$ cat src/rtl/dbtr_fifo.sv
// Small command queue between the front and the back of the rasteriser.
module dbtr_fifo #(
   parameter int WIDTH = 8,
   parameter int DEPTH = 2
) (
   input  logic             clock,
   input  logic             reset,
   input  logic             push,
   input  logic [WIDTH-1:0] push_data,
   input  logic             pop,
   output logic [WIDTH-1:0] pop_data,
   output logic             full,
   output logic             empty
);
   localparam int PW = (DEPTH > 1) ? $clog2(DEPTH) : 1;

   logic [WIDTH-1:0] slot_ff [DEPTH];
   logic [PW-1:0]    wptr_ff, wptr_in, rptr_ff, rptr_in;
   logic [PW:0]      count_ff, count_in;

   always_comb begin
      wptr_in  = wptr_ff;
      rptr_in  = rptr_ff;
      count_in = count_ff;
      if (push) begin
         wptr_in = (wptr_ff == PW'(DEPTH - 1)) ? '0 : wptr_ff + 1'b1;
      end
      if (pop) begin
         rptr_in = (rptr_ff == PW'(DEPTH - 1)) ? '0 : rptr_ff + 1'b1;
      end
      if (push && !pop) begin
         count_in = count_ff + 1'b1;
      end else if (pop && !push) begin
         count_in = count_ff - 1'b1;
      end
   end

   always_ff @(posedge clock) begin
      if (reset) begin
         wptr_ff  <= '0;
         rptr_ff  <= '0;
         count_ff <= '0;
      end else begin
         wptr_ff  <= wptr_in;
         rptr_ff  <= rptr_in;
         count_ff <= count_in;
      end
      if (push) begin
         slot_ff[wptr_ff] <= push_data;
      end
   end

   assign pop_data = slot_ff[rptr_ff];
   assign full     = (count_ff == (PW + 1)'(DEPTH));
   assign empty    = (count_ff == '0);
endmodule

$ cat config.mk
export PLATFORM = sky130hd
export DESIGN_NAME = dbtr_fifo
export DESIGN_NICKNAME = d
export VERILOG_FILES = /design/src/rtl/dbtr_fifo.sv
export SDC_FILE = /design/constraint.sdc
export NUM_CORES = 1
export LEC_CHECK = 0
export BUFFER_PORTS_ARGS = -buffer_cell sky130_fd_sc_hd__buf_2
export CAP_MARGIN = 40
export CORE_MARGIN = 2
export CORE_UTILIZATION = 48
export CTS_CLUSTER_SIZE = 10
export DETAILED_ROUTE_END_ITERATION = 16
export PLACE_DENSITY = 0.77
export SYNTH_ARGS = -nofsm -noshare
export SYNTH_HDL_FRONTEND = slang
export SYNTH_SLANG_ARGS = --single-unit
$ cat constraint.sdc
create_clock -name clock -period 1.2 [get_ports clock]
set_input_delay 0.12 -clock clock [delete_from_list [all_inputs] [get_ports clock]]
set_output_delay 0.12 -clock clock [all_outputs]
set_load 0.02 [all_outputs]
==> flow_metrics.py, run 1 <==
metrics = {
    "detailed_routing": {
        "drc_errors": 0,
        "vias": 454,
        "post_drt_wl_per_cell_um": 13.9,
        "first_pass_iters": 4,
        "routed_wl_mm": 1.29,
        "vias_per_cell": 4.88,
        "drt_iter0_markers": 8,
        "drtAntennaViolNets": 0,
    },
    "critical_path": {
        "critPathMaxStageDelay_ps": 360,
        "crit_required_ps": 1080,
        "start_kind": "register",
        "critPathBufInv": 2,
        "crit_chain": "buf_6, mux2_4, buf_6",
        "r2r_cells": 1,
        "rrSetupSlack_ps": 110,
        "worstReg2RegEnd": "slot_ff[1][4]",
        "arrival_ps": 1210,
        "slowest_stage": "dfxtp_2",
        "crit_path_end_kind": "output pin",
        "critPathTopFamily": "flip-flops",
        "cpMostUsedCell": "buf_6",
        "worstPathMaxFanout": 5,
        "worstSetupPathType": "reg -> out",
        "r2r-start": "wptr_ff",
    },
    "floorplan": {
        "die_h_um": 44.4,
        "start_util_pct": 51.4,
        "fp-row-count": 14,
        "ios": 22,
        "fp.dieW_um": 44.4,
        "dieArea_mm2": 0.00197,
        "core_area_mm2": 0.00152,
    },
    "clock_network": {
        "clock-sinks": 21,
        "cts_setup_buffers": 0,
        "clkTransAtPathRegs_ps": 100,
        "clock_path_buffers": 2,
        "worst_skew_pair.late_latency_ps": 290,
        "cts_max_level": 1,
        "cts_tree": "done",
        "cts-buffers-inserted": 3,
        "root_buffer": "clkbuf_4",
    },
    "timing": {
        "fin_crit_ps": 1330,
        "drv_slew": 0,
        "tightestPinTransition_ps": 401,
        "fin_worst_skew_ps": 1.11,
        "fmax_mhz": 750,
        "setup_viol": 8,
        "rsz0062_at_grt": "true",
        "hold_violations": 0,
        "setup_ws_ps": -133,
        "relSlewSlack_pct": 73.3,
        "fin_crit_sh_pct": 111,
    },
    "yosys": {
        "synth_cells": 47,
        "yosysSeqAreaShare_pct": 74.1,
        "netlist_area_um2": 783,
        "synth.distinct_cells": 15,
        "synth.avg_cell_area_um2": 16.7,
        "yosysTopAreaCell": "edfxtp_1",
        "netlist_top_cells_area": "edfxtp_1 (61%), dfxtp_1 (13%), mux2_2 (12%), nor2_1 (2.4%), xnor2_1 (2.2%)",
        "synth_top_area_share_pct": 61.3,
        "ys_ff_latch": 21,
        "synthesis.nets": 60,
        "synth_warnings": 0,
    },
    "placed_design": {
        "numPortBuffers": 21,
        "place_area_um2": 933,
        "dpl.cell_count": 87,
        "dp_hpwl_um": 913,
        "routabilityCongestion": 0.738,
        "place_ws_ps": 83.7,
    },
    "global_route": {
        "grt_pass1_wl_mm": 2.02,
        "grt_pass1_vias": 464,
        "grt_max_degree": 12,
        "track_usage_pct": 15.1,
        "grt-ovfl-total": 0,
        "antenna_found_initial": 0,
    },
    "min_path": {
        "hold_path_end": "slot_ff[0][7]",
        "hold_depth": 1,
        "min_from": "push_data[7]",
        "hold_path_class": "in -> reg",
    },
    "layout": {
        "drive_above_1_share_pct": 50.6,
        "design_area_mm2": 0.00107,
        "n_antenna_cell": 0,
        "area_growth_pct": 37.2,
        "nFillCells": 109,
        "nNetsFinal": 91,
        "final_core_util_pct": 70.5,
        "fin_cells": 93,
    },
    "job": {
        "cap_violations": 0,
    },
    "power": {
        "peakVddDrop_mv": 0.823,
        "powerDensity_mw_per_mm2": 1410,
        "p_leak_nw": 0.451,
    },
    "run_status": {
        "violations": "setup timing",
        "status": "finished with violations",
    },
}
-- power breakdown --
group | internal [mW] | switching, mW | leakage, nW | total, mW
Clock | 0.129 | 0.188 | 0.0150 | 0.317
Combinational | 0.179 | 0.149 | 0.243 | 0.328
Sequential | 0.842 | 0.0280 | 0.193 | 0.870
-- stage by stage --
stage / hold WS [ps] / setup TNS [ps] / total power [mW]
final: 10.4 / -974 / 1.51
after global routing: -1.48 / -1350 / 1.59
after CTS: 2.53 / -1040 / 1.52
after detailed placement: 311 / 0 / 1.14
after global placement: 308 / 0 / 1.12
after floorplan: 189 / 0 / 1.03
-- metal layers --
metal,GRT usage (%),part of all wire [%]
met5,0,0
met1,17.2,41
met2,26.5,54
met3,2.45,4.0
met4,9.09,1.2
-- worst max path at each step --
stage	end	startpoint	cells past startpoint	slack, ps
6_report	pop_data[0]	register	3	-130
5_1_grt	pop_data[0]	register	3	-180
4_1_cts	pop_data[4]	register	3	-140
3_5_place_dp	count_ff[1]	push	4	80
3_3_place_gp	count_ff[1]	push	4	90
2_1_floorplan	slot_ff[0][0]	wptr_ff	1	110
-- final cells by class --
| class | count | area, µm² | share of cell area [%] |
|---|---|---|---|
| Sequential cell | 21 | 586 | 54.5 |
| Tap cell | 16 | 20.0 | 1.86 |
| Multi-Input combinational cell | 24 | 224 | 20.8 |
| Timing Repair Buffer | 27 | 215 | 20.0 |
| Clock buffer | 4 | 26.3 | 2.44 |
| Inverter | 1 | 3.75 | 0.349 |
-- state kept, by name (all words and copies together), names as in the netlist, named ones only --
name	flops
wptr_ff	1
rptr_ff	1
slot_ff	16
count_ff	2
-- logic make-up (layout without fill, tap and decap cells) --
group	count (synthesis)	count (layout)	share of synthesized area, %
xor+xnor	4	4	4.47
flops	21	21	74.1
mux	8	8	11.5
compound gates	2	2	1.28
buf+inv	2	32	1.12
simple gates	9	9	5.91
fa+ha+maj	1	1	1.60
-- cell usage after synthesis --
library cell	count
a21oi_1	1
and2_1	1
and2b_2	1
buf_2	1
dfxtp_1	5
edfxtp_1	16
ha_1	1
inv_1	1
mux2_2	8
nor2_1	5
nor2b_1	1
o21ai_0	1
or3_1	1
xnor2_1	2
xor2_1	2
-- placed cells by master (no fill, tap or decap), drive strengths merged --
cell / Yosys / final
buf: 1 / 25
edfxtp: 16 / 16
mux2: 8 / 8
nor2: 5 / 5
dfxtp: 5 / 5
clkbuf: 0 / 4
xor2: 2 / 2
xnor2: 2 / 2
dlygate4sd3: 0 / 2
and2b: 1 / 1
and2: 1 / 1
nor2b: 1 / 1
o21ai: 1 / 1
or3: 1 / 1
a21oi: 1 / 1
inv: 1 / 1
ha: 1 / 1
-- repair_timing --
action,in CTS,in global routing
endpoints found under the hold margin,0,4
cloned,0,0
hold buffers,0,2
gates resized for setup,28,2
setup endpoints to repair,9,9
Power figures use the tool's default switching activity.
==> inputs of run 2 (changes only) <==
--- a/config.mk
+++ b/config.mk
@@ -6,7 +6,7 @@
 export NUM_CORES = 1
 export LEC_CHECK = 0
 export BUFFER_PORTS_ARGS = -buffer_cell sky130_fd_sc_hd__buf_2
-export CAP_MARGIN = 40
+export CAP_MARGIN = 15
 export CORE_MARGIN = 2
 export CORE_UTILIZATION = 48
 export CTS_CLUSTER_SIZE = 10
==> constraint.sdc (replaced) <==
create_clock -name clock -period 1.2 [get_ports clock]
set_input_delay 0.06 -clock clock [delete_from_list [all_inputs] [get_ports clock]]
set_output_delay 0.06 -clock clock [all_outputs]
set_load 0.02 [all_outputs]
==> run 2 against run 1 <==
The flow still finishes with violations (setup timing). Die area unchanged. Sequential share of layout area down 2.2 points. Count of clock-buffer cells in the layout unchanged. Clock skew rose by 5.6 ps. Largest cell class unchanged. Sequential power rose by 0.8%. Wire length fell by 3.8%. Power decreased by 0.65%. Combinational power shrank 5%. Non-clock buffer count rose by 5. Final cell count rose by 5.4%. Critical endpoint is now pop_data[3]. Utilization up 2.9 points. Critical path type unchanged. Register-to-register slack about the same.
==> flow_metrics.py, run 2 (same netlist as run 1, synthesis figures left out) <==
metrics = {
    "timing": {
        "fmax_mhz": 797,
        "fin_crit_sh_pct": 105,
        "finalSetupTns_ps": -402,
        "setup_viol": 8,
        "hold_violations": 0,
        "setup_ws_ps": -54.9,
        "tightestPinTransition_ps": 397,
        "fin_crit_ps": 1250,
        "relSlewSlack_pct": 73.6,
        "rsz0062_at_grt": "true",
        "fin_worst_skew_ps": 6.67,
        "drv_slew": 0,
    },
    "layout": {
        "reg_top3": "slot_ff x16, count_ff x2",
        "final_cell_mix": "edfxtp_1 (16), buf_2 (13), dlygate4sd3_1 (9), mux2_4 (8), buf_6 (8)",
        "n_antenna_cell": 0,
        "drive_above_1_share_pct": 43.9,
        "regMostFlops": "slot_ff",
        "final_common_cell": "edfxtp_1",
        "fin_cells": 98,
        "design_area_mm2": 0.00112,
        "area_growth_pct": 42.8,
        "nNetsFinal": 96,
        "largest_reg_flops": 16,
    },
    "critical_path": {
        "crit_path_end_kind": "output pin",
        "start_kind": "register",
        "arrival_ps": 1190,
        "worstPathMaxFanout": 8,
        "crit_required_ps": 1140,
        "rrSetupSlack_ps": 110,
        "worstSetupPathType": "reg -> out",
    },
    "global_route": {
        "grt_pass1_vias": 485,
        "grt_max_degree": 12,
        "antenna_found_initial": 0,
        "track_usage_pct": 15.1,
        "grt-ovfl-total": 0,
        "grt_pass1_wl_mm": 2.01,
    },
    "job": {
        "cap_violations": 0,
    },
    "clock_network": {
        "clock_path_buffers": 2,
        "clock-sinks": 21,
        "worst_skew_pair.late_latency_ps": 290,
        "cts_tree": "done",
        "cts_max_level": 1,
        "clkTransAtPathRegs_ps": 100,
        "cts-buffers-inserted": 3,
        "root_buffer": "clkbuf_4",
    },
    "power": {
        "switching_power_uw": 357,
        "p_leak_nw": 0.468,
        "clkPwrFrac_pct": 20.9,
        "peakVddDrop_mv": 1.15,
        "switching_share_pct": 23.7,
        "powerDensity_mw_per_mm2": 1350,
        "seqPwrFrac_pct": 58.3,
        "p_int_mw": 1.15,
        "p_total_mw": 1.50,
        "pwr-share-comb_pct": 20.8,
    },
    "placed_design": {
        "place_area_um2": 918,
        "numPortBuffers": 21,
        "routabilityCongestion": 0.742,
        "place_ws_ps": 62.3,
        "dpl.cell_count": 85,
    },
    "detailed_routing": {
        "post_drt_wl_per_cell_um": 12.7,
        "routed_wl_mm": 1.24,
        "dr_wl_met3_um": 61,
        "drc_errors": 0,
        "first_pass_iters": 1,
        "drt_iter0_markers": 0,
        "met1Wirelength_um": 508,
        "vias": 470,
        "drtAntennaViolNets": 0,
        "vias_per_cell": 4.80,
        "route.met2.wl_um": 662,
        "routed.top_layer": "met4",
    },
    "floorplan": {
        "ios": 22,
        "dieArea_mm2": 0.00197,
        "fp.dieW_um": 44.4,
        "die_h_um": 44.4,
        "start_util_pct": 51.4,
        "core_area_mm2": 0.00152,
        "fp-row-count": 14,
    },
    "run_status": {
        "violations": "setup timing",
        "status": "finished with violations",
    },
    "min_path": {
        "hold_path_class": "in -> reg",
    },
}
[run 2: area by class of cell]
class                      count  area [µm²]
inverter                       1        3.75
timing repair buffer          32         260
sequential                    21         584
fill                          96         405
multi-input combinational     24         224
clock buffer                   4        26.3
tap                           16        20.0
[run 2: layer usage]
metal / up-vias / global-route usage [%]
met5: - / 0
met4: 0 / 5.45
met3: 2 / 7.35
met2: 14 / 27.4
met1: 215 / 14.7
li1: 239 / -
[run 2: through the flow]
step,hold WS [ps],util (%)
floorplan,129,-
global placement,248,60.3
detailed placement,252,60.3
CTS,37.3,73.4
global route,46.8,73.4
finish,43.0,73.4
[run 2: timing repair]
action	4_1_cts	5_1_grt
setup buffers	0	0
resized for setup	26	0
gates cloned	0	0
hold endpoints to repair	21	0
setup endpoints to repair	8	8
hold buffers	9	0
[run 2: power by group through the flow]
stage / Clock, mW / Combinational (mW) / Sequential (mW)
after floorplan: 0 / 0.161 / 0.872
after global placement: 0 / 0.229 / 0.885
after detailed placement: 0 / 0.232 / 0.888
after CTS: 0.330 / 0.314 / 0.878
after global routing: 0.357 / 0.338 / 0.883
final: 0.315 / 0.313 / 0.877
[run 2: critical path, cell delays in order (launching register included)]
cell and delay (ps):
dfxtp_4 450, mux2_4 330, buf_6 130
[run 2: worst paths after layout]
| kind | from | endpoint | cells past startpoint |
|---|---|---|---|
| worst max register to register | wptr_ff | slot_ff[1][3] | 1 |
| worst max-delay path | register | pop_data[3] | 2 |
| worst min register to register | count_ff[1] | count_ff[1] | 2 |
| worst min-delay path | pop | register | 3 |
