## src/rtl/dbtr_pkg.sv

```systemverilog
// Shared constants, codes and the command word type of the depth-buffered rasteriser.
package dbtr_pkg;

   localparam int MaxWidth    = 512;
   localparam int MaxHeight   = 512;
   localparam int DepthBits   = 24;
   localparam int CoordBits   = 12;
   localparam int ReqDataBits = 240;
   localparam int RspDataBits = 72;

   localparam logic [1:0] ActClear = 2'd0;
   localparam logic [1:0] ActDraw  = 2'd1;
   localparam logic [1:0] ActRead  = 2'd2;

   localparam logic [1:0] RegFrameWidth  = 2'd0;
   localparam logic [1:0] RegFrameHeight = 2'd1;
   localparam logic [1:0] RegCullBack    = 2'd2;

   typedef struct packed {
      logic [1:0]           action;
      logic signed [16:0]   x0;
      logic signed [16:0]   y0;
      logic [23:0]          z0;
      logic signed [16:0]   x1;
      logic signed [16:0]   y1;
      logic [23:0]          z1;
      logic signed [16:0]   x2;
      logic signed [16:0]   y2;
      logic [23:0]          z2;
      logic [47:0]          shading;
      logic [17:0]          pixel_index;
      logic [CoordBits-1:0] bx0;
      logic [CoordBits-1:0] bx1;
      logic [CoordBits-1:0] by0;
      logic [CoordBits-1:0] by1;
      logic                 box_empty;
   } cmd_type;

endpackage

```

## src/rtl/dbtr_front.sv

```systemverilog
// Front end: register port, word intake and bounding-box clipping.
module dbtr_front #(
   parameter int MAX_WIDTH  = dbtr_pkg::MaxWidth,
   parameter int MAX_HEIGHT = dbtr_pkg::MaxHeight
) (
   input  logic                             clock,
   input  logic                             reset,
   input  logic                             req_tvalid,
   output logic                             req_tready,
   input  logic [dbtr_pkg::ReqDataBits-1:0] req_tdata,
   input  logic [1:0]                       req_tuser,
   input  logic                             csr_psel,
   input  logic                             csr_penable,
   input  logic                             csr_pwrite,
   input  logic [3:0]                       csr_paddr,
   input  logic [31:0]                      csr_pwdata,
   output logic [31:0]                      csr_prdata,
   output logic                             csr_pready,
   input  logic                             init_busy,
   input  logic                             queue_full,
   output logic                             push,
   output dbtr_pkg::cmd_type                cmd,
   output logic                             cull
);
   import dbtr_pkg::*;

   logic [9:0]         fw_ff, fw_in, fh_ff, fh_in;
   logic               cull_ff, cull_in;
   logic [13:0]        act_w, act_h;
   logic signed [18:0] lim_x, lim_y;
   logic signed [16:0] mnx, mxx, mny, mxy;
   logic signed [18:0] lo_x, hi_x, lo_y, hi_y, bx0c, bx1c, by0c, by1c;
   logic               wr;

   assign wr = csr_psel && csr_penable && csr_pwrite;

   always_comb begin
      fw_in   = fw_ff;
      fh_in   = fh_ff;
      cull_in = cull_ff;
      if (wr) begin
         case (csr_paddr[3:2])
            RegFrameWidth:  fw_in   = csr_pwdata[9:0];
            RegFrameHeight: fh_in   = csr_pwdata[9:0];
            RegCullBack:    cull_in = csr_pwdata[0];
            default:        ;
         endcase
      end
   end

   always_ff @(posedge clock) begin
      if (reset) begin
         fw_ff   <= 10'd512;
         fh_ff   <= 10'd512;
         cull_ff <= 1'b1;
      end else begin
         fw_ff   <= fw_in;
         fh_ff   <= fh_in;
         cull_ff <= cull_in;
      end
   end

   always_comb begin
      case (csr_paddr[3:2])
         RegFrameWidth:  csr_prdata = {22'd0, fw_ff};
         RegFrameHeight: csr_prdata = {22'd0, fh_ff};
         RegCullBack:    csr_prdata = {31'd0, cull_ff};
         default:        csr_prdata = 32'd0;
      endcase
   end

   assign csr_pready = 1'b1;
   assign cull       = cull_ff;

   always_comb begin
      cmd.action      = req_tuser;
      cmd.x0          = req_tdata[16:0];
      cmd.y0          = req_tdata[33:17];
      cmd.z0          = req_tdata[57:34];
      cmd.x1          = req_tdata[74:58];
      cmd.y1          = req_tdata[91:75];
      cmd.z1          = req_tdata[115:92];
      cmd.x2          = req_tdata[132:116];
      cmd.y2          = req_tdata[149:133];
      cmd.z2          = req_tdata[173:150];
      cmd.shading     = req_tdata[221:174];
      cmd.pixel_index = req_tdata[239:222];

      act_w = ({4'd0, fw_ff} < 14'(MAX_WIDTH))  ? {4'd0, fw_ff} : 14'(MAX_WIDTH);
      act_h = ({4'd0, fh_ff} < 14'(MAX_HEIGHT)) ? {4'd0, fh_ff} : 14'(MAX_HEIGHT);
      lim_x = $signed({5'd0, act_w}) - 19'sd1;
      lim_y = $signed({5'd0, act_h}) - 19'sd1;

      mnx = (cmd.x0 < cmd.x1) ? cmd.x0 : cmd.x1;
      mnx = (mnx < cmd.x2) ? mnx : cmd.x2;
      mxx = (cmd.x0 > cmd.x1) ? cmd.x0 : cmd.x1;
      mxx = (mxx > cmd.x2) ? mxx : cmd.x2;
      mny = (cmd.y0 < cmd.y1) ? cmd.y0 : cmd.y1;
      mny = (mny < cmd.y2) ? mny : cmd.y2;
      mxy = (cmd.y0 > cmd.y1) ? cmd.y0 : cmd.y1;
      mxy = (mxy > cmd.y2) ? mxy : cmd.y2;

      lo_x = $signed({{2{mnx[16]}}, mnx}) >>> 4;
      hi_x = ($signed({{2{mxx[16]}}, mxx}) + 19'sd15) >>> 4;
      lo_y = $signed({{2{mny[16]}}, mny}) >>> 4;
      hi_y = ($signed({{2{mxy[16]}}, mxy}) + 19'sd15) >>> 4;

      bx0c = (lo_x < 19'sd0) ? 19'sd0 : lo_x;
      by0c = (lo_y < 19'sd0) ? 19'sd0 : lo_y;
      bx1c = (hi_x > lim_x) ? lim_x : hi_x;
      by1c = (hi_y > lim_y) ? lim_y : hi_y;

      cmd.bx0       = bx0c[CoordBits-1:0];
      cmd.bx1       = bx1c[CoordBits-1:0];
      cmd.by0       = by0c[CoordBits-1:0];
      cmd.by1       = by1c[CoordBits-1:0];
      cmd.box_empty = (bx1c < bx0c) || (by1c < by0c);
   end

   assign req_tready = !queue_full && !init_busy;
   assign push       = req_tvalid && req_tready;
endmodule

```

## config.mk

```make
export PLATFORM = sky130hd
export DESIGN_NAME = dbtr_front
export DESIGN_NICKNAME = d
export VERILOG_FILES = /design/src/rtl/dbtr_pkg.sv /design/src/rtl/dbtr_front.sv
export SDC_FILE = /design/constraint.sdc
export NUM_CORES = 1
export LEC_CHECK = 0
export BUFFER_PORTS_ARGS = -buffer_cell sky130_fd_sc_hd__buf_4
export CAP_MARGIN = 25
export CORE_AREA = 2 2 242 244
export CTS_BUF_LIST = sky130_fd_sc_hd__clkbuf_16
export CTS_CLUSTER_DIAMETER = 150
export DETAILED_ROUTE_END_ITERATION = 12
export DIE_AREA = 0 0 244 246
export SLEW_MARGIN = 20
export SYNTH_ARGS = -nofsm -noshare
export SYNTH_HDL_FRONTEND = slang
export SYNTH_SLANG_ARGS = --single-unit
```

## constraint.sdc

```tcl
create_clock -name clock -period 40.4 [get_ports clock]
set_clock_uncertainty 0.2 [all_clocks]
set_input_delay 8.08 -clock clock [delete_from_list [all_inputs] [get_ports clock]]
set_output_delay 8.08 -clock clock [all_outputs]
set_load 0.01 [all_outputs]
```

==> qor.yml, run 1 <==
maxCapViolations: 0
cts_tree: "done"
async_flop_share_pct: 0
cp.required_ns: 32.12
ys_seq_area_share_pct: 4.239
portBuffers: 285
worstSkewPairLatency_ns: 0.25
worst_path_most_repeated_cell: "o21ai_0"
maxSlewViolCount: 0
cts_hold_buffers: 0
dp_hpwl_um: 29900
cp_slowest_cell: "a221o_1"
cts_buffer_depth: 2
synthFlopType: "dfxtp_1"
worstPathArrival_ns: 18.46
timing.rr.end: "fh_ff[9]$_SDFFE_PP1P_"
r2r_setup_slack_ns: 39.05
dieWidth_um: 244
ant_nets: 0
hp-class: "flip-flop to flip-flop"
rr_startpoint: "fh_ff[9]$_SDFFE_PP1P_"
mostFrequentLayoutCells: "buf_4 (294), ha_1 (150), inv_1 (128), nor2_1 (106), mux2i_1 (80)"
dieArea_um2: 60020
drive_gt1_share_pct: 27.91
ys_top_cells_by_area: "buf_4 (20%), ha_1 (19%), mux2i_1 (8.1%)"
htreeDepth: 1
tightest_slew_ns: 0.9384
power.density_nw_per_um2: 26.65
grt_first_pass_wirelength_um: 50370
ys_ff_latch: 21
via_count: 8855
finalSetupTns_ns: 0
power_switching_w: 0.0001498
critPathCaptureType: "primary output"
synth_area_per_cell_um2: 7.402
cts_buffers: 3
postCtsSetupBuffers: 0
initial_core_util_pct: 17.29
fmax_mhz: 37.40
worst-r2r-cell-count: 3
ios: 613
setup_viol: 0
ys_warn_count: 0
viasPerCell: 4.157
post_dp_cell_area_um2: 11080
clkPwrFrac_pct: 6.8
design.core.area_um2: 57370
grt_pass1_vias: 8510
yosysTopAreaCellShare_pct: 20.06
holdPathStages: 2
whs_endpoint: "fw_ff[1]$_SDFFE_PP0P_"
cp-start-kind: "primary input"
rsz0062_at_grt: "false"
p_comb_share_pct: 85.9
drt_pass1_iterations: 5
syn_inst: 1340
initialDrtViolationCount: 408
hold_viol: 0
cts.sinks: 21
post-route-min-period_ns: 26.74
ir_worst_vdd_mv: 0.01764
wire_per_inst_um: 15.85
critPathMaxFanout: 24
fin_area_um2: 11160
routed_wl_um: 33760
p_int_w: 0.0001477
synth_edf_count: 0
critPathKind: "primary input to primary output"
path_clk_slew_ns: 0.05
final_nets: 1802
fp.dieH_um: 246
antenna_cells: 0
grt_max_degree: 25
antenna_found_initial: 0
seq_power_share_pct: 7.3
synthToLayoutAreaGrowth_pct: 12.57
place_congestion: 0.8397
timing.final.crit_share_pct: 66.18
status: "finished clean"
cts_root_buffer: "clkbuf_16"
drc: 0
row_count: 88
overflow: 0
synth_area_um2: 9918
synth_top_cell_by_area: "buf_4"
critical-path-max-stage-delay_ns: 0.65
slew_headroom_pct: 37.24
grt_usage_pct: 10.70
worstHoldStart: "fw_ff[1]$_SDFFE_PP0P_"
post_cts_resized: 0
leakage_nw: 5.467
netSwitchingFraction_pct: 50.35
yosysUniqueCellTypes: 66
layout_commonest_cell: "buf_4"
[per-layer routing]
layer	GRT usage [%]	vias to the layer above	share of wire, %
met5	0	-	0
met4	2.654	0	2.6
met3	2.495	63	6.7
met2	18.34	317	46
met1	13.45	4038	44
li1	-	4437	-
[sequential cells by signal, summed over array words and instances, names as in the netlist]
signal	cells
cull	1
fh_ff	10
fw_ff	10
[cell families (layout without fill, tap and decap cells)]
group           Yosys count  count (layout)  synth area share [%]
buf+inv                 421             425                 26.04
simple gates            343             343                 17.16
compound gates          222             222                 15.01
fa+ha+maj               150             150                 18.92
mux                     142             142                 15.11
xor+xnor                 39              39                 3.444
flops                    21              21                 4.239
other cells               2              23               0.07572
[cell type report]
class / instances / area [um2]
Clock buffer: 3 / 75.07
Timing Repair Buffer: 294 / 2207
Sequential cell: 21 / 420.4
Clock inverter: 1 / 3.754
Inverter: 127 / 476.7
Tap cell: 765 / 957.2
Fill cell: 6504 / 46200
Multi-Input combinational cell: 919 / 7024
[synth_stat cells, drive strengths merged, types with 3 or more instances]
master	number
xor2	11
xnor2	28
o31ai	3
nand2	67
a211oi	8
o21a	14
a2111oi	5
nand2b	8
inv	127
or2	6
a21o	34
buf	271
dfxtp	21
nor2	106
or4	6
clkbuf	23
nand3	26
a221o	3
nor3	19
nor3b	3
o21ai	60
o31a	4
a21oi	46
nor4	16
and4	6
nor2b	43
or3	5
a31oi	8
o211ai	4
nand4	26
mux2	62
ha	150
a211o	8
mux2i	80
a21boi	4
[how the worst max path moves through the flow]
stage               slack [ns]     end          start
global route             12.62  cmd[0]  req_tdata[91]
floorplan                15.42  cmd[0]  req_tdata[77]
finish                   13.66  cmd[0]  req_tdata[91]
detailed placement       13.41  cmd[0]  req_tdata[91]
global placement         13.43  cmd[0]  req_tdata[91]
CTS                      13.39  cmd[0]  req_tdata[91]
[power groups by stage]
stage / combinational, W / sequential, W / clock [W]
floorplan: 0.000183 / 0.0000218 / 0
global placement: 0.000257 / 0.0000222 / 0
detailed placement: 0.000258 / 0.0000222 / 0
CTS: 0.000259 / 0.0000217 / 0.0000207
global route: 0.000285 / 0.0000218 / 0.0000217
finish: 0.000256 / 0.0000217 / 0.0000203
[worst max-delay path: cells and delay by family]
family                     cells  cell delay [ns]
AOI/OAI and AO/OA             24             5.28
xor gates and xnor gates       1             0.07
adders and majority gates      4             1.30
buffers and inverters          5             0.90
muxes                          2             0.90
and+or+nand+nor                7             1.91
[metrics by stage]
stage / util [%] / power, W / cells / hold slack (ns) / setup slack (ns)
3_5_place_dp: 19.31 / 0.0002800 / 2126 / 0.3872 / 13.41
6_report: 19.46 / 0.0002975 / 2130 / 0.3962 / 13.66
2_1_floorplan: - / 0.0002046 / 1361 / 0.3061 / 15.42
5_1_grt: 19.46 / 0.0003285 / 2130 / 0.4367 / 12.62
4_1_cts: 19.45 / 0.0003019 / 2130 / 0.3950 / 13.39
3_3_place_gp: 19.30 / 0.0002789 / 2125 / 0.3867 / 13.43
(Power assumes the default switching activity.)
==> run 2: changes to the inputs <==
--- a/config.mk
+++ b/config.mk
@@ -5,13 +5,14 @@
 export SDC_FILE = /design/constraint.sdc
 export NUM_CORES = 1
 export LEC_CHECK = 0
+export ABC_AREA = 1
 export BUFFER_PORTS_ARGS = -buffer_cell sky130_fd_sc_hd__buf_4
 export CAP_MARGIN = 25
-export CORE_AREA = 2 2 242 244
+export CORE_AREA = 2 2 241 243
 export CTS_BUF_LIST = sky130_fd_sc_hd__clkbuf_16
 export CTS_CLUSTER_DIAMETER = 150
 export DETAILED_ROUTE_END_ITERATION = 12
-export DIE_AREA = 0 0 244 246
+export DIE_AREA = 0 0 243 245
 export SLEW_MARGIN = 20
 export SYNTH_ARGS = -nofsm -noshare
 export SYNTH_HDL_FRONTEND = slang
==> constraint.sdc (replaced) <==
create_clock -name clock -period 25.3 [get_ports clock]
set_clock_uncertainty 0.2 [all_clocks]
set_input_delay 5.06 -clock clock [delete_from_list [all_inputs] [get_ports clock]]
set_output_delay 5.06 -clock clock [all_outputs]
set_load 0.01 [all_outputs]
==> run 2 against run 1 <==
Compared with the run above:
- sequential power is 58% higher
- sequential cell count is the same
- routed wire length shrank 3.1%
- cell area down 2.4%
- synthesized area is 1.0% lower
- final cell count increased by 13%
- non-clock buffer count fell by 7
- worst hold slack got worse by 0.11 ns
- utilization decreased by 0.36 points
==> qor.yml, run 2 <==
post_cts_resized: 0  # unchanged
holdPathStages: 2  # unchanged
antenna_found_initial: 1  # was 0
worstSkewPairLatency_ns: 0.25  # about the same
synthMuxAreaShare_pct: 0  # was 15.11%
post-route-min-period_ns: 19.48
yosysMostFrequentCell: "nand2_1"  # was buf_4
design.core.area_um2: 57030  # was 57370 um2
finalPower_w: 0.0006502  # was 0.0002975 W
worst_path_most_repeated_cell: "nand2_1"  # was o21ai_0
maxCapViolations: 0  # unchanged
worstPathArrival_ns: 14.22  # was 18.46 ns
timing.final.crit_share_pct: 76.99
timing.rr.end: "fh_ff[9]$_SDFFE_PP1P_"  # unchanged
layout_commonest_cell: "nand2_1"  # was buf_4
htreeDepth: 1  # unchanged
synth_compound_area_share_pct: 13.35  # was 15.01%
critPathKind: "primary input to primary output"  # unchanged
cts_tree: "done"  # unchanged
routed_wl_um: 32700  # was 33760 um
mostFrequentLayoutCells: "nand2_1 (362), buf_4 (287), inv_1 (230), ha_1 (150), nor2_1 (127)"  # was buf_4 (294), ha_1 (150), inv_1 (128), nor2_1 (106), mux2i_1 (80)
wire_per_inst_um: 13.58  # was 15.85 um
synthFlopType: "dfxtp_1"  # unchanged
whs_endpoint: "fw_ff[3]$_SDFFE_PP0P_"  # was fw_ff[1]$_SDFFE_PP0P_
place_congestion: 0.8819  # was 0.8397
setup_viol: 0  # unchanged
final_util_pct: 19.10  # was 19.46%
cts_root_buffer: "clkbuf_16"  # unchanged
overflow: 0  # unchanged
synthToLayoutAreaGrowth_pct: 10.96  # was 12.57%
portBuffers: 285  # unchanged
rsz0062_at_grt: "false"  # unchanged
r2r_setup_slack_ns: 24.21  # was 39.05 ns
synthAdderAreaFrac_pct: 19.11  # was 18.92%
fp.dieH_um: 245  # was 246 um
tightest_slew_ns: 0.9613  # was 0.9384 ns
syn_inst: 1631  # was 1340
async_flop_share_pct: 0  # unchanged
maxSlewViolCount: 0  # unchanged
synth_xor_area_share_pct: 2.230  # was 3.444%
cp-start-kind: "primary input"  # unchanged
ir_worst_vdd_mv: 0.03785  # was 0.01764 mV
worstHoldStart: "fw_ff[3]$_SDFFE_PP0P_"  # was fw_ff[1]$_SDFFE_PP0P_
multi_input_area_um2: 6400  # was 7024 um2
yosysTopAreaCellShare_pct: 20.41  # was 20.06%
cts_hold_buffers: 0  # unchanged
path_clk_slew_ns: 0.06  # was 0.05 ns
synth_area_um2: 9819  # was 9918 um2
nFillCells: 6702  # was 6504
crit_buf_inv: 9  # was 5
synth_top_cell_by_area: "buf_4"  # unchanged
synth_top_family_by_area: "buffers and inverters"  # unchanged
grt_usage_pct: 10.37  # was 10.70%
cp_num_cells: 55  # was 43
yosysUniqueCellTypes: 53  # was 66
viasPerCell: 4.000  # was 4.157
rr_startpoint: "fh_ff[9]$_SDFFE_PP1P_"  # unchanged
cp.required_ns: 20.04  # was 32.12 ns
antenna_cells: 0  # unchanged
status: "finished clean"  # unchanged
ys_warn_count: 0  # unchanged
grt_pass1_vias: 9101  # was 8510
drc: 0  # unchanged
ys_ff_latch: 21  # unchanged
worstSetupStartpoint: "req_tdata[91]"  # unchanged
initial_core_util_pct: 17.22  # was 17.29%
ant_nets: 0  # unchanged
power.density_nw_per_um2: 59.67  # was 26.65 nW/um2
drive_gt1_share_pct: 22.03  # was 27.91%
hp-class: "flip-flop to flip-flop"  # unchanged
dp_hpwl_um: 29380  # was 29900 um
critPathMaxFanout: 49  # was 24
cts_buffer_depth: 2  # unchanged
dieArea_um2: 59540  # was 60020 um2
cp_slowest_cell: "o21ai_0"  # was a221o_1
row_count: 88  # unchanged
via_count: 9633  # was 8855
slew_headroom_pct: 35.48  # was 37.24%
final_nets: 2080  # was 1802
synth_commonest_cells: "nand2_1 (362), buf_4 (267), inv_1 (230)"  # was buf_4 (265), ha_1 (150), inv_1 (127)
drt_pass1_iterations: 4  # was 5
cpLargestDelayFamily: "simple AND/OR/NAND/NOR gates"  # was compound AO/OA/AOI/OAI gates
dieWidth_um: 243  # was 244 um
synth_edf_count: 0  # unchanged
finalSetupTns_ns: 0  # unchanged
fmax_mhz: 51.34
initialDrtViolationCount: 354  # was 408
ys_top_cells_by_area: "buf_4 (20%), ha_1 (19%), nand2_1 (14%)"  # was buf_4 (20%), ha_1 (19%), mux2i_1 (8.1%)
synth_area_per_cell_um2: 6.020  # was 7.402 um2
cts.sinks: 21  # unchanged
critPathCaptureType: "primary output"  # unchanged
postCtsSetupBuffers: 0  # unchanged
ys_seq_area_share_pct: 4.281  # was 4.239%
worst-r2r-cell-count: 2  # was 3
critical-path-max-stage-delay_ns: 0.77  # was 0.65 ns
synth-simple-area-share_pct: 29.60  # was 17.16%
grt_first_pass_wirelength_um: 48920  # was 50370 um
hold_viol: 0  # unchanged
leakage_nw: 5.940  # was 5.467 nW
dp_cells: 2404  # was 2126
grt_max_degree: 50  # was 25
seqCellArea_um2: 420.4  # unchanged
ios: 613  # unchanged
cts_buffers: 3  # unchanged
instances_no_fill: 2408  # was 2130
==> run 2: worst max path at each step <==
stage                   to  slack (ns)
floorplan           cmd[0]        8.73
global placement    cmd[0]        5.86
detailed placement  cmd[0]        5.80
CTS                 cmd[0]        5.78
global route        cmd[0]        5.04
finish              cmd[0]        5.82
==> run 2: metrics by stage <==
step           setup WS, ns  hold slack (ns)  instance area [um2]
3_5_place_dp          5.804           0.2811                10810
3_3_place_gp          5.857           0.2779                10810
2_1_floorplan         8.725           0.2496                 9898
6_report              5.823           0.2865                10900
5_1_grt               5.038           0.3160                10900
4_1_cts               5.783           0.2894                10900
==> run 2: where the power goes <==
part / internal [W] / leakage, nW / total, W / switching, W
registers: 0.0000338 / 0.170 / 0.0000343 / 0.000000516
logic: 0.000219 / 5.73 / 0.000582 / 0.000363
clock network: 0.0000214 / 0.0371 / 0.0000339 / 0.0000125
==> run 2: logic make-up (layout without fill, tap and decap cells) <==
| group | after synthesis | count (layout) |
|---|---|---|
| flip-flops | 21 | 21 |
| XOR/XNOR | 25 | 25 |
| AO/OA/AOI/OAI | 241 | 241 |
| buffers and inverters | 534 | 525 |
| other | 2 | 23 |
| AND/OR/NAND/NOR | 658 | 658 |
| adder cells (fa/ha/maj) | 150 | 150 |
==> run 2: layout make-up <==
class	count	area share [%]
flip-flops and latches	21	3.859
clock buffers	3	0.6890
well taps	765	8.785
repair buffers	287	19.78
multi-input cells	1097	58.74
clock inverters	1	0.06890
inverters	234	8.085
==> run 2: tightest hold or removal path, stage by stage, from the launching register on <==
cell and delay [ns]:
dfxtp_1 0.30, inv_1 0.08, a21oi_1 0.06
==> run 2: layer usage <==
layer | track usage (%) | vias to the layer above | part of all wire, %
li1 | - | 4952 | -
met1 | 11.47 | 4185 | 39
met2 | 18.93 | 420 | 49
met3 | 2.974 | 74 | 8.5
met4 | 3.464 | 2 | 3.3
met5 | 0 | - | 0.031
==> run 3: changes to the inputs <==
--- a/config.mk
+++ b/config.mk
@@ -5,14 +5,14 @@
 export SDC_FILE = /design/constraint.sdc
 export NUM_CORES = 1
 export LEC_CHECK = 0
-export ABC_AREA = 1
+export ABC_AREA = 0
 export BUFFER_PORTS_ARGS = -buffer_cell sky130_fd_sc_hd__buf_4
 export CAP_MARGIN = 25
-export CORE_AREA = 2 2 241 243
+export CORE_AREA = 2 2 242 244
 export CTS_BUF_LIST = sky130_fd_sc_hd__clkbuf_16
 export CTS_CLUSTER_DIAMETER = 150
 export DETAILED_ROUTE_END_ITERATION = 12
-export DIE_AREA = 0 0 243 245
+export DIE_AREA = 0 0 244 246
 export SLEW_MARGIN = 20
 export SYNTH_ARGS = -nofsm -noshare
 export SYNTH_HDL_FRONTEND = slang
==> constraint.sdc (replaced) <==
create_clock -name clock -period 20.4 [get_ports clock]
set_clock_uncertainty 0.2 [all_clocks]
set_input_delay 4.08 -clock clock [delete_from_list [all_inputs] [get_ports clock]]
set_output_delay 4.08 -clock clock [all_outputs]
set_load 0.01 [all_outputs]
==> run 3 against run 2 <==
Compared with the run above:
- count of clock-buffer cells in the layout unchanged
- utilization increased by 0.40 points
- critical path depth shrank 15
- critical endpoint unchanged
==> qor.yml, run 3 (synthesized netlist as in run 1, its figures left out) <==
place_congestion: 0.8411  # was 0.8819
postCtsSetupBuffers: 0  # unchanged
cts_buffers: 3  # unchanged
status: "finished clean"  # unchanged
critical-path-max-stage-delay_ns: 0.63  # was 0.77 ns
portBuffers: 285  # unchanged
initial_core_util_pct: 17.29  # was 17.22%
timing.final.crit_share_pct: 89.81
worst_hold_slack_ns: 0.4030  # was 0.2865 ns
cts_root_buffer: "clkbuf_16"  # unchanged
overflow: 0  # unchanged
post_dp_cell_area_um2: 11100  # was 10810 um2
grt_pass1_vias: 8487  # was 9101
initialDrtViolationCount: 320  # was 354
wire_per_inst_um: 15.84  # was 13.58 um
final_nets: 1805  # was 2080
post-route-min-period_ns: 18.32
cts_tree: "done"  # unchanged
viasPerCell: 4.131  # was 4.000
row_count: 88  # unchanged
maxCapViolations: 0  # unchanged
routed_wl_um: 33790  # was 32700 um
tightest_slew_ns: 0.8458  # was 0.9613 ns
grt_first_pass_wirelength_um: 49740  # was 48920 um
antenna_cells: 0  # unchanged
cts_hold_buffers: 0  # unchanged
setup_viol: 0  # unchanged
mostFrequentLayoutCells: "buf_4 (297), ha_1 (150), inv_1 (128), nor2_1 (106), mux2i_1 (80)"  # was nand2_1 (362), buf_4 (287), inv_1 (230), ha_1 (150), nor2_1 (127)
ios: 613  # unchanged
cts.sinks: 21  # unchanged
grt_max_degree: 23  # was 50
fmax_mhz: 54.58
post_cts_resized: 0  # unchanged
rsz0062_at_grt: "false"  # unchanged
ir_worst_vdd_mv: 0.03295  # was 0.03785 mV
cp_slowest_cell: "nor4_1"  # was o21ai_0
hp-class: "flip-flop to flip-flop"  # unchanged
maxSlewViolCount: 0  # unchanged
drc: 0  # unchanged
slew_headroom_pct: 42.87  # was 35.48%
finalSetupTns_ns: 0  # unchanged
leakage_nw: 5.482  # was 5.940 nW
dp_hpwl_um: 29920  # was 29380 um
htreeDepth: 1  # unchanged
path_clk_slew_ns: 0.05  # was 0.06 ns
grt_usage_pct: 10.58  # was 10.37%
dieWidth_um: 244  # was 243 um
layout_commonest_cell: "buf_4"  # was nand2_1
crit_buf_inv: 5  # was 9
power.density_nw_per_um2: 52.98  # was 59.67 nW/um2
drive_gt1_share_pct: 28.07  # was 22.03%
cp-start-kind: "primary input"  # unchanged
worstPathArrival_ns: 14.04  # was 14.22 ns
ant_nets: 0  # unchanged
fin_area_um2: 11190  # was 10900 um2
cp.required_ns: 16.12  # was 20.04 ns
via_count: 8811  # was 9633
cts_buffer_depth: 2  # unchanged
worstSkewPairLatency_ns: 0.25  # about the same
hold_viol: 0  # unchanged
drt_pass1_iterations: 5  # was 4
critPathCaptureType: "primary output"  # unchanged
critPathKind: "primary input to primary output"  # unchanged
synthToLayoutAreaGrowth_pct: 12.79  # was 10.96%
dieArea_um2: 60020  # was 59540 um2
antenna_found_initial: 0  # was 1
fp.dieH_um: 246  # was 245 um
design.core.area_um2: 57370  # was 57030 um2
critPathMaxFanout: 22  # was 49
cpLargestDelayFamily: "compound AO/OA/AOI/OAI gates"  # was simple AND/OR/NAND/NOR gates
[run 3: layout make-up]
| type | instances | area (um2) |
|---|---|---|
| timing repair buffer | 297 | 2230 |
| fill | 6547 | 46180 |
| tap | 765 | 957.2 |
| clock inverter | 1 | 3.754 |
| sequential | 21 | 420.4 |
| inverter | 127 | 476.7 |
| multi-input combinational | 919 | 7024 |
| clock buffer | 3 | 75.07 |
[run 3: final timing paths]
kind / startpoint / endpoint / slack, ns / cells after the start
worst max-delay path: req_tdata[61] / cmd[0] / 2.08 / 40
worst min-delay path: fh_ff[7]$_SDFFE_PP0P_ / fh_ff[7]$_SDFFE_PP0P_ / 0.40 / 2
worst max register to register: fh_ff[9]$_SDFFE_PP1P_ / fh_ff[9]$_SDFFE_PP1P_ / 19.04 / 3
worst min register to register: fh_ff[7]$_SDFFE_PP0P_ / fh_ff[7]$_SDFFE_PP0P_ / 0.40 / 2
[run 3: tightest hold or removal path: stages, from the launching register on]
cell and delay (ns):
dfxtp_1 0.36, mux2i_1 0.15, nor2_1 0.05
[run 3: where the power goes]
group / internal [W] / total (W) / switching (W)
clock: 0.0000261 / 0.0000399 / 0.0000139
sequential: 0.0000416 / 0.0000429 / 0.00000131
combinational: 0.000227 / 0.000510 / 0.000283
[run 3: routing by layer]
metal,up-vias,routed length [um],GRT usage [%]
li1,4431,-,-
met1,3992,14880,13.16
met2,320,15570,18.11
met3,68,2392,2.549
met4,0,938,2.869
met5,-,0,0
[run 3: metrics by stage]
step / total power (W) / worst slack [ns] / utilization (%) / instances
6_report: 0.0005927 / 2.079 / 19.50 / 2133
5_1_grt: 0.0006533 / 1.234 / 19.50 / 2133
4_1_cts: 0.0006008 / 1.907 / 19.49 / 2133
3_5_place_dp: 0.0005571 / 1.956 / 19.35 / 2129
3_3_place_gp: 0.0005547 / 1.972 / 19.34 / 2128
2_1_floorplan: 0.0004051 / 3.420 / - / 1361
